`src/rtl/scgr_pkg.sv`:
```
// Shared types, constants and helper functions for the shaded circle grid raster.
package scgr_pkg;

    // Coordinate counter width inside a cell and the largest grid dimension.
    localparam int COORD_BITS = 11;
    localparam int GRID_MAX   = 16;

    // Fixed register field widths.
    localparam int SIZE_W     = 11;
    localparam int GRID_REG_W = 5;
    localparam int RAD_W      = 10;
    localparam int COLOR_W    = 24;
    localparam int BYTE_W     = 8;

    // Comparison and arithmetic widths derived from the above.
    localparam int CMP_W   = ((COORD_BITS > SIZE_W) ? COORD_BITS : SIZE_W) + 1;
    localparam int GRID_BITS = (GRID_MAX > 1) ? $clog2(GRID_MAX) : 1;
    localparam int GCMP_W  = ((GRID_BITS + 1) > GRID_REG_W) ? (GRID_BITS + 1) : GRID_REG_W;
    localparam int DS_W    = CMP_W + 1;
    localparam int SQ_W    = 2 * DS_W;
    localparam int SUM_W   = SQ_W + 1;
    localparam int RR_W    = 2 * RAD_W;
    localparam int N_W     = DS_W + 1;

    // Shade divider.
    localparam int QUOT_W    = 7;
    localparam int DIV_STEPS = QUOT_W;
    localparam int STEP_W    = $clog2(DIV_STEPS);
    localparam int SHADE_MAX = 128;

    // Queue between the front and back parts.
    localparam int QUEUE_DEPTH = 4;

    // Configuration port.
    localparam int ADDR_W = 5;
    localparam int DATA_W = 32;

    typedef enum logic [2:0] {
        REG_CELL_WIDTH   = 3'd0,
        REG_CELL_HEIGHT  = 3'd1,
        REG_GRID_COLS    = 3'd2,
        REG_GRID_ROWS    = 3'd3,
        REG_DISK_RADIUS  = 3'd4,
        REG_SHADOW_SHIFT = 3'd5,
        REG_DISK_COLOR   = 3'd6,
        REG_SHADOW_COLOR = 3'd7
    } reg_idx_t;

    localparam logic [SIZE_W-1:0]     RST_CELL_WIDTH   = 11'd320;
    localparam logic [SIZE_W-1:0]     RST_CELL_HEIGHT  = 11'd180;
    localparam logic [GRID_REG_W-1:0] RST_GRID_COLS    = 5'd6;
    localparam logic [GRID_REG_W-1:0] RST_GRID_ROWS    = 5'd6;
    localparam logic [RAD_W-1:0]      RST_DISK_RADIUS  = 10'd60;
    localparam logic [RAD_W-1:0]      RST_SHADOW_SHIFT = 10'd10;
    localparam logic [COLOR_W-1:0]    RST_DISK_COLOR   = 24'hFFFFFF;
    localparam logic [COLOR_W-1:0]    RST_SHADOW_COLOR = 24'h505050;

    localparam logic [BYTE_W-1:0] BG_BYTE0 = 8'h00;
    localparam logic [BYTE_W-1:0] BG_BYTE1 = 8'hFF;
    localparam logic [BYTE_W-1:0] BG_BYTE2 = 8'h00;

    typedef struct packed {
        logic [SIZE_W-1:0]     cell_width;
        logic [SIZE_W-1:0]     cell_height;
        logic [GRID_REG_W-1:0] grid_cols;
        logic [GRID_REG_W-1:0] grid_rows;
        logic [RAD_W-1:0]      disk_radius;
        logic [RAD_W-1:0]      shadow_shift;
        logic [COLOR_W-1:0]    disk_color;
        logic [COLOR_W-1:0]    shadow_color;
    } cfg_t;

    // One pixel slot as classified by the front part.
    typedef struct packed {
        logic signed [CMP_W-1:0] dx;
        logic signed [CMP_W-1:0] dy;
        logic                    line_end;
        logic                    frame_end;
    } item_t;

    function automatic logic [SIZE_W-1:0] size_at_least_one(input logic [SIZE_W-1:0] v);
        return (v == '0) ? SIZE_W'(1) : v;
    endfunction

    function automatic logic [GCMP_W-1:0] grid_limit(input logic [GRID_REG_W-1:0] v);
        logic [GCMP_W-1:0] ext;
        ext = GCMP_W'(v);
        if (ext == '0) begin
            ext = GCMP_W'(1);
        end
        if (ext > GCMP_W'(GRID_MAX)) begin
            ext = GCMP_W'(GRID_MAX);
        end
        return ext;
    endfunction

endpackage

```
`src/rtl/shaded_circle_grid_raster.sv`:
```
// Top level of the shaded circle grid raster: config bank, front, queue and back.
// The back sequencer handles one word at a time (load, square, compare, optional
// divide, output) and takes the next word from the queue only after the last one
// has reached the result register; only shaded disk pixels need the 7-step divider.
// Reset: rst_n clears the raster counters, the queue and the result valid flag at once
// and loads the configuration registers with their default values.
module shaded_circle_grid_raster (
    input  logic                         clk,
    input  logic                         rst_n,
    // Configuration port.
    input  logic                         psel,
    input  logic                         penable,
    input  logic                         pwrite,
    input  logic [scgr_pkg::ADDR_W-1:0]  paddr,
    input  logic [scgr_pkg::DATA_W-1:0]  pwdata,
    output logic [scgr_pkg::DATA_W-1:0]  prdata,
    output logic                         pready,
    // Pixel slot input.
    input  logic                         push,
    output logic                         full,
    input  logic                         frame_start,
    // Pixel result output.
    output logic                         empty,
    input  logic                         pop,
    output logic [scgr_pkg::BYTE_W-1:0]  pixel_byte0,
    output logic [scgr_pkg::BYTE_W-1:0]  pixel_byte1,
    output logic [scgr_pkg::BYTE_W-1:0]  pixel_byte2,
    output logic                         line_end,
    output logic                         frame_end
);

    // The register bank holds the grid geometry and colors. Writes must happen only while
    // the block is idle; the block does not enforce this. Every part reads the registers directly.
    scgr_pkg::cfg_t  cfg;

    // Words travelling from the front part through the queue to the back part.
    scgr_pkg::item_t wr_item;
    scgr_pkg::item_t rd_item;
    logic            q_wr;
    logic            q_full;
    logic            q_rd;
    logic            q_empty;

    scgr_cfg u_cfg (
        .clk     (clk),
        .rst_n   (rst_n),
        .psel    (psel),
        .penable (penable),
        .pwrite  (pwrite),
        .paddr   (paddr),
        .pwdata  (pwdata),
        .prdata  (prdata),
        .pready  (pready),
        .cfg     (cfg)
    );

    // The front part owns the raster counters. It accepts a slot whenever the
    // queue has room, turns the counters into the pixel's offset from the cell
    // center and tags the last pixel of a line and of the frame.
    scgr_front u_front (
        .clk         (clk),
        .rst_n       (rst_n),
        .cfg         (cfg),
        .push        (push),
        .frame_start (frame_start),
        .q_full      (q_full),
        .full        (full),
        .q_wr        (q_wr),
        .q_item      (wr_item)
    );

    // The queue lets the front keep taking slots while the back works on a
    // slower word or waits for the consumer to pop a result.
    scgr_queue u_queue (
        .clk     (clk),
        .rst_n   (rst_n),
        .wr      (q_wr),
        .wr_item (wr_item),
        .full    (q_full),
        .rd      (q_rd),
        .rd_item (rd_item),
        .empty   (q_empty)
    );

    // The back part squares the offsets, tests disk and shadow, runs the shade
    // divider when needed and parks the finished pixel in the result register.
    scgr_back u_back (
        .clk         (clk),
        .rst_n       (rst_n),
        .cfg         (cfg),
        .q_item      (rd_item),
        .q_empty     (q_empty),
        .q_rd        (q_rd),
        .pop         (pop),
        .empty       (empty),
        .pixel_byte0 (pixel_byte0),
        .pixel_byte1 (pixel_byte1),
        .pixel_byte2 (pixel_byte2),
        .line_end    (line_end),
        .frame_end   (frame_end)
    );

endmodule

```
`src/rtl/scgr_cfg.sv`:
```
// Configuration register bank with an APB-style access port.
module scgr_cfg (
    input  logic                         clk,
    input  logic                         rst_n,
    input  logic                         psel,
    input  logic                         penable,
    input  logic                         pwrite,
    input  logic [scgr_pkg::ADDR_W-1:0]  paddr,
    input  logic [scgr_pkg::DATA_W-1:0]  pwdata,
    output logic [scgr_pkg::DATA_W-1:0]  prdata,
    output logic                         pready,
    output scgr_pkg::cfg_t               cfg
);

    localparam int DW = scgr_pkg::DATA_W;

    scgr_pkg::cfg_t     cfg_reg;
    scgr_pkg::cfg_t     cfg_next;
    scgr_pkg::reg_idx_t idx;
    logic               wr_en;

    assign pready = 1'b1;
    assign idx    = scgr_pkg::reg_idx_t'(paddr[4:2]);
    assign wr_en  = psel && penable && pwrite && pready;
    assign cfg    = cfg_reg;

    always_comb
    begin
        cfg_next = cfg_reg;
        if (wr_en)
        begin
            unique case (idx)
                scgr_pkg::REG_CELL_WIDTH:
                    cfg_next.cell_width = pwdata[scgr_pkg::SIZE_W-1:0];
                scgr_pkg::REG_CELL_HEIGHT:
                    cfg_next.cell_height = pwdata[scgr_pkg::SIZE_W-1:0];
                scgr_pkg::REG_GRID_COLS:
                    cfg_next.grid_cols = pwdata[scgr_pkg::GRID_REG_W-1:0];
                scgr_pkg::REG_GRID_ROWS:
                    cfg_next.grid_rows = pwdata[scgr_pkg::GRID_REG_W-1:0];
                scgr_pkg::REG_DISK_RADIUS:
                    cfg_next.disk_radius = pwdata[scgr_pkg::RAD_W-1:0];
                scgr_pkg::REG_SHADOW_SHIFT:
                    cfg_next.shadow_shift = pwdata[scgr_pkg::RAD_W-1:0];
                scgr_pkg::REG_DISK_COLOR:
                    cfg_next.disk_color = pwdata[scgr_pkg::COLOR_W-1:0];
                scgr_pkg::REG_SHADOW_COLOR:
                    cfg_next.shadow_color = pwdata[scgr_pkg::COLOR_W-1:0];
                default:
                    cfg_next = cfg_reg;
            endcase
        end
    end

    always_comb
    begin
        unique case (idx)
            scgr_pkg::REG_CELL_WIDTH:   prdata = DW'(cfg_reg.cell_width);
            scgr_pkg::REG_CELL_HEIGHT:  prdata = DW'(cfg_reg.cell_height);
            scgr_pkg::REG_GRID_COLS:    prdata = DW'(cfg_reg.grid_cols);
            scgr_pkg::REG_GRID_ROWS:    prdata = DW'(cfg_reg.grid_rows);
            scgr_pkg::REG_DISK_RADIUS:  prdata = DW'(cfg_reg.disk_radius);
            scgr_pkg::REG_SHADOW_SHIFT: prdata = DW'(cfg_reg.shadow_shift);
            scgr_pkg::REG_DISK_COLOR:   prdata = DW'(cfg_reg.disk_color);
            scgr_pkg::REG_SHADOW_COLOR: prdata = DW'(cfg_reg.shadow_color);
            default:                    prdata = '0;
        endcase
    end

    always_ff @(posedge clk or negedge rst_n)
    begin
        if (!rst_n)
        begin
            cfg_reg.cell_width   <= scgr_pkg::RST_CELL_WIDTH;
            cfg_reg.cell_height  <= scgr_pkg::RST_CELL_HEIGHT;
            cfg_reg.grid_cols    <= scgr_pkg::RST_GRID_COLS;
            cfg_reg.grid_rows    <= scgr_pkg::RST_GRID_ROWS;
            cfg_reg.disk_radius  <= scgr_pkg::RST_DISK_RADIUS;
            cfg_reg.shadow_shift <= scgr_pkg::RST_SHADOW_SHIFT;
            cfg_reg.disk_color   <= scgr_pkg::RST_DISK_COLOR;
            cfg_reg.shadow_color <= scgr_pkg::RST_SHADOW_COLOR;
        end
        else
        begin
            cfg_reg <= cfg_next;
        end
    end

endmodule

```
`src/rtl/scgr_front.sv`:
```
// Front part: raster counters and classification of each accepted pixel slot.
module scgr_front (
    input  logic                 clk,
    input  logic                 rst_n,
    input  scgr_pkg::cfg_t       cfg,
    input  logic                 push,
    input  logic                 frame_start,
    input  logic                 q_full,
    output logic                 full,
    output logic                 q_wr,
    output scgr_pkg::item_t      q_item
);

    localparam int XW = scgr_pkg::COORD_BITS;
    localparam int GB = scgr_pkg::GRID_BITS;
    localparam int CW = scgr_pkg::CMP_W;
    localparam int GW = scgr_pkg::GCMP_W;

    logic [XW-1:0] local_x_reg, local_x_next;
    logic [XW-1:0] local_y_reg, local_y_next;
    logic [GB-1:0] cell_col_reg, cell_col_next;
    logic [GB-1:0] cell_row_reg, cell_row_next;

    logic [XW-1:0] cur_x, cur_y;
    logic [GB-1:0] cur_col, cur_row;
    logic [scgr_pkg::SIZE_W-1:0] w, h;
    logic [GW-1:0] nc, nr;
    logic [CW-1:0] x_ext, y_ext;
    logic          x_last, col_last, y_last, row_last;
    logic          accept;

    assign full   = q_full;
    assign accept = push && !q_full;
    assign q_wr   = accept;

    always_comb
    begin
        // A frame start clears every counter ahead of this pixel.
        cur_x   = frame_start ? '0 : local_x_reg;
        cur_y   = frame_start ? '0 : local_y_reg;
        cur_col = frame_start ? '0 : cell_col_reg;
        cur_row = frame_start ? '0 : cell_row_reg;

        w  = scgr_pkg::size_at_least_one(cfg.cell_width);
        h  = scgr_pkg::size_at_least_one(cfg.cell_height);
        nc = scgr_pkg::grid_limit(cfg.grid_cols);
        nr = scgr_pkg::grid_limit(cfg.grid_rows);

        x_ext = CW'(cur_x);
        y_ext = CW'(cur_y);

        // A counter at or past its limit counts as being on its last value.
        x_last   = (x_ext + CW'(1)) >= CW'(w);
        y_last   = (y_ext + CW'(1)) >= CW'(h);
        col_last = (GW'(cur_col) + GW'(1)) >= nc;
        row_last = (GW'(cur_row) + GW'(1)) >= nr;

        q_item.dx        = x_ext - CW'(w >> 1);
        q_item.dy        = y_ext - CW'(h >> 1);
        q_item.line_end  = x_last && col_last;
        q_item.frame_end = x_last && col_last && y_last && row_last;

        local_x_next  = cur_x;
        local_y_next  = cur_y;
        cell_col_next = cur_col;
        cell_row_next = cur_row;
        if (!x_last)
        begin
            local_x_next = cur_x + XW'(1);
        end
        else
        begin
            local_x_next = '0;
            if (!col_last)
            begin
                cell_col_next = cur_col + GB'(1);
            end
            else
            begin
                cell_col_next = '0;
                if (!y_last)
                begin
                    local_y_next = cur_y + XW'(1);
                end
                else
                begin
                    local_y_next  = '0;
                    cell_row_next = row_last ? '0 : (cur_row + GB'(1));
                end
            end
        end
    end

    always_ff @(posedge clk or negedge rst_n)
    begin
        if (!rst_n)
        begin
            local_x_reg  <= '0;
            local_y_reg  <= '0;
            cell_col_reg <= '0;
            cell_row_reg <= '0;
        end
        else if (accept)
        begin
            local_x_reg  <= local_x_next;
            local_y_reg  <= local_y_next;
            cell_col_reg <= cell_col_next;
            cell_row_reg <= cell_row_next;
        end
    end

endmodule

```
`src/rtl/scgr_queue.sv`:
```
// Short word queue that decouples the front part from the back part.
module scgr_queue (
    input  logic            clk,
    input  logic            rst_n,
    input  logic            wr,
    input  scgr_pkg::item_t wr_item,
    output logic            full,
    input  logic            rd,
    output scgr_pkg::item_t rd_item,
    output logic            empty
);

    localparam int DEPTH = scgr_pkg::QUEUE_DEPTH;
    localparam int PW    = (DEPTH > 1) ? $clog2(DEPTH) : 1;
    localparam int NW    = $clog2(DEPTH + 1);

    scgr_pkg::item_t slot_reg [DEPTH];
    logic [PW-1:0]   wr_ptr_reg, wr_ptr_next;
    logic [PW-1:0]   rd_ptr_reg, rd_ptr_next;
    logic [NW-1:0]   count_reg, count_next;
    logic            do_wr, do_rd;

    assign full    = (count_reg == NW'(DEPTH));
    assign empty   = (count_reg == '0);
    assign do_wr   = wr && !full;
    assign do_rd   = rd && !empty;
    assign rd_item = slot_reg[rd_ptr_reg];

    always_comb
    begin
        wr_ptr_next = wr_ptr_reg;
        rd_ptr_next = rd_ptr_reg;
        count_next  = count_reg;
        if (do_wr)
        begin
            wr_ptr_next = (wr_ptr_reg == PW'(DEPTH - 1)) ? '0 : (wr_ptr_reg + PW'(1));
        end
        if (do_rd)
        begin
            rd_ptr_next = (rd_ptr_reg == PW'(DEPTH - 1)) ? '0 : (rd_ptr_reg + PW'(1));
        end
        if (do_wr && !do_rd)
        begin
            count_next = count_reg + NW'(1);
        end
        else if (do_rd && !do_wr)
        begin
            count_next = count_reg - NW'(1);
        end
    end

    always_ff @(posedge clk)
    begin
        if (do_wr)
        begin
            slot_reg[wr_ptr_reg] <= wr_item;
        end
    end

    always_ff @(posedge clk or negedge rst_n)
    begin
        if (!rst_n)
        begin
            wr_ptr_reg <= '0;
            rd_ptr_reg <= '0;
            count_reg  <= '0;
        end
        else
        begin
            wr_ptr_reg <= wr_ptr_next;
            rd_ptr_reg <= rd_ptr_next;
            count_reg  <= count_next;
        end
    end

endmodule

```
`src/rtl/scgr_back.sv`:
```
// Back part: disk and shadow tests, shade divider and the result register.
module scgr_back (
    input  logic                         clk,
    input  logic                         rst_n,
    input  scgr_pkg::cfg_t               cfg,
    input  scgr_pkg::item_t              q_item,
    input  logic                         q_empty,
    output logic                         q_rd,
    input  logic                         pop,
    output logic                         empty,
    output logic [scgr_pkg::BYTE_W-1:0]  pixel_byte0,
    output logic [scgr_pkg::BYTE_W-1:0]  pixel_byte1,
    output logic [scgr_pkg::BYTE_W-1:0]  pixel_byte2,
    output logic                         line_end,
    output logic                         frame_end
);

    localparam int CW  = scgr_pkg::CMP_W;
    localparam int DSW = scgr_pkg::DS_W;
    localparam int SQW = scgr_pkg::SQ_W;
    localparam int SMW = scgr_pkg::SUM_W;
    localparam int RRW = scgr_pkg::RR_W;
    localparam int NW  = scgr_pkg::N_W;
    localparam int RW  = scgr_pkg::RAD_W;
    localparam int QW  = scgr_pkg::QUOT_W;
    localparam int SW  = scgr_pkg::STEP_W;
    localparam int BW  = scgr_pkg::BYTE_W;

    typedef enum logic [4:0] {
        ST_IDLE = 5'b00001,
        ST_SQR  = 5'b00010,
        ST_CMP  = 5'b00100,
        ST_DIV  = 5'b01000,
        ST_OUT  = 5'b10000
    } state_t;

    typedef enum logic [1:0] {
        CLS_BG,
        CLS_DISK,
        CLS_SHADOW
    } pix_class_t;

    state_t     state_reg, state_next;
    pix_class_t cls_reg, cls_next;

    logic signed [DSW-1:0] dx_reg, dx_next, dy_reg, dy_next;
    logic signed [DSW-1:0] dxs_reg, dxs_next, dys_reg, dys_next;
    logic signed [NW-1:0]  n_reg, n_next;
    logic                  le_reg, le_next, fe_reg, fe_next;
    logic [SQW-1:0]        sqx_reg, sqx_next, sqy_reg, sqy_next;
    logic [SQW-1:0]        sqxs_reg, sqxs_next, sqys_reg, sqys_next;
    logic [RRW-1:0]        rr_reg;
    logic [BW-1:0]         t_reg, t_next;
    logic [RW:0]           rem_reg, rem_next;
    logic [QW-1:0]         quot_reg, quot_next;
    logic [SW-1:0]         step_reg, step_next;

    logic                  out_valid_reg, out_valid_next;
    logic [BW-1:0]         b0_reg, b0_next, b1_reg, b1_next, b2_reg, b2_next;
    logic                  ole_reg, ole_next, ofe_reg, ofe_next;

    logic signed [DSW-1:0] dx_in, dy_in, s_in;
    logic                  in_disk, in_shadow, div_ge;
    logic [RW:0]           r_ext, div_diff;
    logic                  out_free;

    assign empty       = !out_valid_reg;
    assign pixel_byte0 = b0_reg;
    assign pixel_byte1 = b1_reg;
    assign pixel_byte2 = b2_reg;
    assign line_end    = ole_reg;
    assign frame_end   = ofe_reg;

    assign out_free = !out_valid_reg || pop;
    assign q_rd     = (state_reg == ST_IDLE) && !q_empty;

    always_comb
    begin
        dx_in = {{(DSW - CW){q_item.dx[CW-1]}}, q_item.dx};
        dy_in = {{(DSW - CW){q_item.dy[CW-1]}}, q_item.dy};
        s_in  = $signed({{(DSW - RW){1'b0}}, cfg.shadow_shift});
        r_ext = {1'b0, cfg.disk_radius};

        in_disk   = (SMW'(sqx_reg) + SMW'(sqy_reg)) <= SMW'(rr_reg);
        in_shadow = (SMW'(sqxs_reg) + SMW'(sqys_reg)) <= SMW'(rr_reg);

        // One restoring step of n * 64 / r per cycle.
        div_ge   = rem_reg >= r_ext;
        div_diff = div_ge ? (rem_reg - r_ext) : rem_reg;

        state_next     = state_reg;
        cls_next       = cls_reg;
        dx_next        = dx_reg;
        dy_next        = dy_reg;
        dxs_next       = dxs_reg;
        dys_next       = dys_reg;
        n_next         = n_reg;
        le_next        = le_reg;
        fe_next        = fe_reg;
        sqx_next       = sqx_reg;
        sqy_next       = sqy_reg;
        sqxs_next      = sqxs_reg;
        sqys_next      = sqys_reg;
        t_next         = t_reg;
        rem_next       = rem_reg;
        quot_next      = quot_reg;
        step_next      = step_reg;
        out_valid_next = out_valid_reg && !pop;
        b0_next        = b0_reg;
        b1_next        = b1_reg;
        b2_next        = b2_reg;
        ole_next       = ole_reg;
        ofe_next       = ofe_reg;

        unique case (state_reg)
            ST_IDLE:
            begin
                if (!q_empty)
                begin
                    dx_next    = dx_in;
                    dy_next    = dy_in;
                    dxs_next   = dx_in - s_in;
                    dys_next   = dy_in - s_in;
                    n_next     = NW'(dx_in) + NW'(dy_in) + $signed(NW'(r_ext));
                    le_next    = q_item.line_end;
                    fe_next    = q_item.frame_end;
                    state_next = ST_SQR;
                end
            end
            ST_SQR:
            begin
                sqx_next   = SQW'(dx_reg) * SQW'(dx_reg);
                sqy_next   = SQW'(dy_reg) * SQW'(dy_reg);
                sqxs_next  = SQW'(dxs_reg) * SQW'(dxs_reg);
                sqys_next  = SQW'(dys_reg) * SQW'(dys_reg);
                state_next = ST_CMP;
            end
            ST_CMP:
            begin
                t_next     = '0;
                state_next = ST_OUT;
                if (in_disk)
                begin
                    cls_next = CLS_DISK;
                    if ((cfg.disk_radius == '0) || n_reg[NW-1] || (n_reg == '0))
                    begin
                        t_next = '0;
                    end
                    else if (n_reg >= $signed({{(NW - RW - 1){1'b0}}, cfg.disk_radius, 1'b0}))
                    begin
                        t_next = BW'(scgr_pkg::SHADE_MAX);
                    end
                    else
                    begin
                        rem_next   = n_reg[RW:0];
                        quot_next  = '0;
                        step_next  = '0;
                        state_next = ST_DIV;
                    end
                end
                else if (in_shadow)
                begin
                    cls_next = CLS_SHADOW;
                end
                else
                begin
                    cls_next = CLS_BG;
                end
            end
            ST_DIV:
            begin
                rem_next  = {div_diff[RW-1:0], 1'b0};
                quot_next = {quot_reg[QW-2:0], div_ge};
                step_next = step_reg + SW'(1);
                if (step_reg == SW'(scgr_pkg::DIV_STEPS - 1))
                begin
                    t_next     = {1'b0, quot_reg[QW-2:0], div_ge};
                    state_next = ST_OUT;
                end
            end
            ST_OUT:
            begin
                if (out_free)
                begin
                    case (cls_reg)
                        CLS_DISK:
                        begin
                            b0_next = cfg.disk_color[7:0] - t_reg;
                            b1_next = cfg.disk_color[15:8] - t_reg;
                            b2_next = cfg.disk_color[23:16] - t_reg;
                        end
                        CLS_SHADOW:
                        begin
                            b0_next = cfg.shadow_color[7:0];
                            b1_next = cfg.shadow_color[15:8];
                            b2_next = cfg.shadow_color[23:16];
                        end
                        default:
                        begin
                            b0_next = scgr_pkg::BG_BYTE0;
                            b1_next = scgr_pkg::BG_BYTE1;
                            b2_next = scgr_pkg::BG_BYTE2;
                        end
                    endcase
                    ole_next       = le_reg;
                    ofe_next       = fe_reg;
                    out_valid_next = 1'b1;
                    state_next     = ST_IDLE;
                end
            end
            default:
            begin
                state_next = ST_IDLE;
            end
        endcase
    end

    always_ff @(posedge clk)
    begin
        cls_reg  <= cls_next;
        dx_reg   <= dx_next;
        dy_reg   <= dy_next;
        dxs_reg  <= dxs_next;
        dys_reg  <= dys_next;
        n_reg    <= n_next;
        le_reg   <= le_next;
        fe_reg   <= fe_next;
        sqx_reg  <= sqx_next;
        sqy_reg  <= sqy_next;
        sqxs_reg <= sqxs_next;
        sqys_reg <= sqys_next;
        rr_reg   <= RRW'(cfg.disk_radius) * RRW'(cfg.disk_radius);
        t_reg    <= t_next;
        rem_reg  <= rem_next;
        quot_reg <= quot_next;
        step_reg <= step_next;
        b0_reg   <= b0_next;
        b1_reg   <= b1_next;
        b2_reg   <= b2_next;
        ole_reg  <= ole_next;
        ofe_reg  <= ofe_next;
    end

    always_ff @(posedge clk or negedge rst_n)
    begin
        if (!rst_n)
        begin
            state_reg     <= ST_IDLE;
            out_valid_reg <= 1'b0;
        end
        else
        begin
            state_reg     <= state_next;
            out_valid_reg <= out_valid_next;
        end
    end

endmodule

```
`config.mk`:
```
export PLATFORM = sky130hd
export DESIGN_NAME = shaded_circle_grid_raster
export DESIGN_NICKNAME = d
export VERILOG_FILES = /design/src/rtl/scgr_pkg.sv /design/src/rtl/shaded_circle_grid_raster.sv /design/src/rtl/scgr_cfg.sv /design/src/rtl/scgr_front.sv /design/src/rtl/scgr_queue.sv /design/src/rtl/scgr_back.sv
export SDC_FILE = /design/constraint.sdc
export NUM_CORES = 2
export LEC_CHECK = 0
export ABC_AREA = 1
export BUFFER_PORTS_ARGS = -buffer_cell sky130_fd_sc_hd__buf_4
export CAP_MARGIN = 0
export CORE_MARGIN = 10
export CORE_UTILIZATION = 66
export DETAILED_ROUTE_END_ITERATION = 8
export GPL_ROUTABILITY_DRIVEN = 0
export HOLD_SLACK_MARGIN = 0.1
export PLACE_DENSITY = 0.8
export SYNTH_ARGS = -nofsm -noshare
export SYNTH_HDL_FRONTEND = slang
export SYNTH_SLANG_ARGS = --single-unit
```
`constraint.sdc`:
```
create_clock -name clk -period 10.4 [get_ports clk]
set_clock_uncertainty 0.05 [all_clocks]
set_input_delay 2.08 -clock clk [delete_from_list [all_inputs] [get_ports clk]]
set_output_delay 2.08 -clock clk [all_outputs]
set_load 0.05 [all_outputs]
```
==> impl_results.rst <==
.. list-table::
   :header-rows: 1

   * - Metric
     - Value
   * - Pin count of the biggest net entering global routing
     - 79
   * - Part of the Yosys area used for sequential elements
     - 0.2683
   * - Worst setup EP type
     - register
   * - Most common cell after layout, fill and taps aside
     - inv_1
   * - Layout overhead on the synthesized area
     - 6.879%
   * - Crit path arrival time
     - 6760 ps
   * - Worst setup path category
     - reg -> reg
   * - Total global routing track utilization
     - 0.2714
   * - Number of cells on the worst hold path
     - 2
   * - Post-detailed-route count of antenna-violating nets
     - 0
   * - Antenna violations before repair
     - 1
   * - Number of global-route vias before repair
     - between 30000 and 40000
   * - Max-Slew Margin vs Limit
     - 0.2359
   * - Result of the run
     - finished clean
   * - Synthesized area
     - 0.05102 mm^2
   * - Cells taking the most area after synthesis
     - fa_1 23%, edfxtp_1 19%, ha_1 13%, inv_1 9.4%, nand2_1 7.3%
   * - Detailed-route vias per instance
     - 5.631
   * - WP data required
     - 10700 ps
   * - Post-route DRC
     - 0
   * - Layout cells sized above 1
     - 0.05608
   * - Min cycle time layout
     - 6457 ps
   * - Num Clock Sinks
     - ~480
   * - Num ports
     - ~110
   * - Number of max-cap violations
     - 0
   * - Worst Max-Slew Pin Slew
     - between 1000 and 1500 ps
   * - Fillcell total
     - 5643
   * - Post-synth ARST share
     - 0.2955
   * - Area of the placeable core
     - around 0.076 mm^2
   * - Wire length of the first global-routing pass
     - slightly below 200000 um
   * - IO Port Bufs
     - 86
   * - Number of flops mapped to enable cells by yosys
     - between 300 and 400
   * - Clock-pin slew on the worst setup and hold paths
     - approximately 60 ps
   * - Detailed-routing iteration count for the pre-antenna-repair pass
     - 6
   * - Portion of synthesized cell area occupied by the leading cell type
     - 0.2315
   * - Most numerous cell on the critical path
     - fa_1
   * - Mean cell area of the mapped netlist
     - ~9.0 um^2
   * - CP max-delay cell
     - edfxtp_1
   * - Die X-Extent
     - roughly 300 um
   * - Overall die height
     - 298.0 um
   * - Buffers from clock root to sink, at most
     - 3
   * - Number of unique standard cell types used by synthesis
     - 63
   * - Wire length per cell
     - around 18 um
   * - Congestion Overflow GR
     - 0
   * - Element type at the critical path start
     - register
   * - Crit path largest cell delay
     - around 860 ps
   * - #FFs+latches synth
     - around 480
   * - Cell row count
     - around 100
   * - Layout Nets
     - 6869
   * - Number of max-slew violations in the final report
     - 0
   * - F_max
     - about 150 MHz
   * - Initial standard-cell utilization of the core
     - 0.6685
   * - Buffers inserted during post-CTS setup optimization
     - 0
   * - Most frequent cells in the layout
     - 1282 x inv_1, 991 x nand2_1, 590 x fa_1
   * - Count of endpoints failing hold in the final timing report
     - 0
   * - Cells after Synth
     - between 5000 and 6000
   * - TritonCTS buffer count
     - 55
   * - Final setup violating endpoints
     - 0
   * - Count of routing violations after the opening detailed-route iteration
     - approximately 3400
   * - Setup repair after global routing missed its margin
     - false
   * - Total Neg Setup Slack
     - 0 ps
   * - CTS hold repair buffers
     - 0
   * - Worst-Skew Late Latency
     - roughly 650 ps
   * - Die ar.
     - about 0.089 mm^2
   * - Post-synth top area cell
     - fa_1
   * - HPWL after DPL
     - about 94000 um
   * - Post-route clock period utilization
     - 0.6208
   * - Number of cells on the worst reg-to-reg path
     - 17
   * - Drt total wl
     - approximately 120000 um
   * - Cells along the critical path
     - nand2_1, fa_1, inv_1, fa_1, inv_1, fa_1, inv_1, fa_1, fa_1, ha_1, ha_1, nand2_1, nor2_1, nand2_1, o21ai_0, a21oi_1, xor2_1
   * - Synthesis warning total
     - 0
   * - H-tree level count
     - 2
   * - Root Buffer Master
     - clkbuf_16
   * - Post-synth top flop
     - edfxtp_1
   * - Total number of vias
     - approximately 38000
   * - Clock tree from TritonCTS
     - done
   * - Cts repair resizes
     - 0
   * - Max reg flops
     - roughly 100
   * - Path type of the worst min-delay path
     - reg -> reg
   * - Maximum fanout along the worst path
     - 20
[area by class of cell]
| type | instances | area (um^2) | area share |
|---|---|---|---|
| Multi-Input combinational cell | 3762 | 31990 | 0.5866 |
| Clock inverter | 37 | 429.2 | 0.007870 |
| Timing Repair Buffer | 105 | 792.0 | 0.01452 |
| Tap cell | 1030 | 1289 | 0.02363 |
| Inverter | 1289 | 4843 | 0.08882 |
| Antenna cell | 2 | 5.005 | 0.00009178 |
| Clock buffer | 65 | 1498 | 0.02746 |
| Sequential cell | 484 | 13690 | 0.2510 |
[metrics by stage]
step,utilization,instances,hold WS [ps],setup slack [ps],cell area (um^2)
floorplan,-,5673,350.3,2522,51050
detailed placement,0.6891,6670,421.5,4028,52600
global placement,0.6891,6670,414.9,4116,52600
CTS,0.7144,6772,435.5,3990,54530
global route,0.7144,6772,459.0,3618,54530
finish,0.7144,6774,436.2,3943,54530
[worst max-delay path, delay by kind of cell, from the launching register on]
kind                     cells  cell delay [ps]
flip-flops                   1              860
adder cells (fa/ha/maj)      7             3590
buffers and inverters        3              370
AND/OR/NAND/NOR              4              600
XOR/XNOR                     1              170
AO/OA/AOI/OAI                2              550
[final timing paths]
check                                  startpoint                 endpoint  slack (ps)
setup / recovery               u_back.dys_reg[12]      u_back.sqys_reg[22]        3940
hold / removal             u_front.local_x_reg[2]   u_front.local_x_reg[2]         440
setup reg to reg               u_back.dys_reg[12]      u_back.sqys_reg[22]        3940
hold reg to reg            u_front.local_x_reg[2]   u_front.local_x_reg[2]         440
max in group asynchronous                   rst_n      u_back.state_reg[3]        7480
min in group asynchronous                   rst_n  u_front.cell_row_reg[1]        1380
[kinds of logic after synthesis]
| group | synth area share |
|---|---|
| adders and majority gates | 0.3632 |
| xor gates and xnor gates | 0.04635 |
| AOI/OAI and AO/OA | 0.08620 |
| other | 0.0001472 |
| and+or+nand+nor | 0.1265 |
| muxes | 0.003090 |
| DFF | 0.2683 |
| buffers and inverters | 0.1063 |
[per-layer routing]
metal / global-route usage / vias to the layer above / share of wire
met4: 0.1210 / 0 / 0.047
met2: 0.4584 / 1415 / 0.49
met3: 0.03466 / 308 / 0.067
met1: 0.3473 / 18500 / 0.40
met5: 0 / - / 0
li1: - / 17920 / -
[synth_stat cells (7+ instances only)]
cell type / instances
nand3_1: 118
nand4_1: 41
buf_4: 11
dfrtp_1: 96
a21o_1: 12
o31ai_1: 10
o21a_1: 10
o211ai_1: 15
nor2_4: 10
dfstp_2: 47
ha_1: 537
inv_1: 1282
nor2_1: 300
xnor2_1: 107
o21ai_1: 11
edfxtp_1: 322
a21oi_1: 311
clkbuf_1: 116
fa_1: 590
o22ai_1: 36
o21bai_1: 22
a21boi_0: 7
a31oi_1: 17
a221oi_1: 14
a211oi_1: 9
or2_2: 17
nand2_1: 991
nor4_1: 18
dfxtp_1: 19
mux2_2: 14
o21ai_0: 278
xor2_1: 163
nor3_1: 41
Power is left out: the tool's default activity adds up to more than one toggle a clock period on the data nets, which glitch-free logic cannot reach.
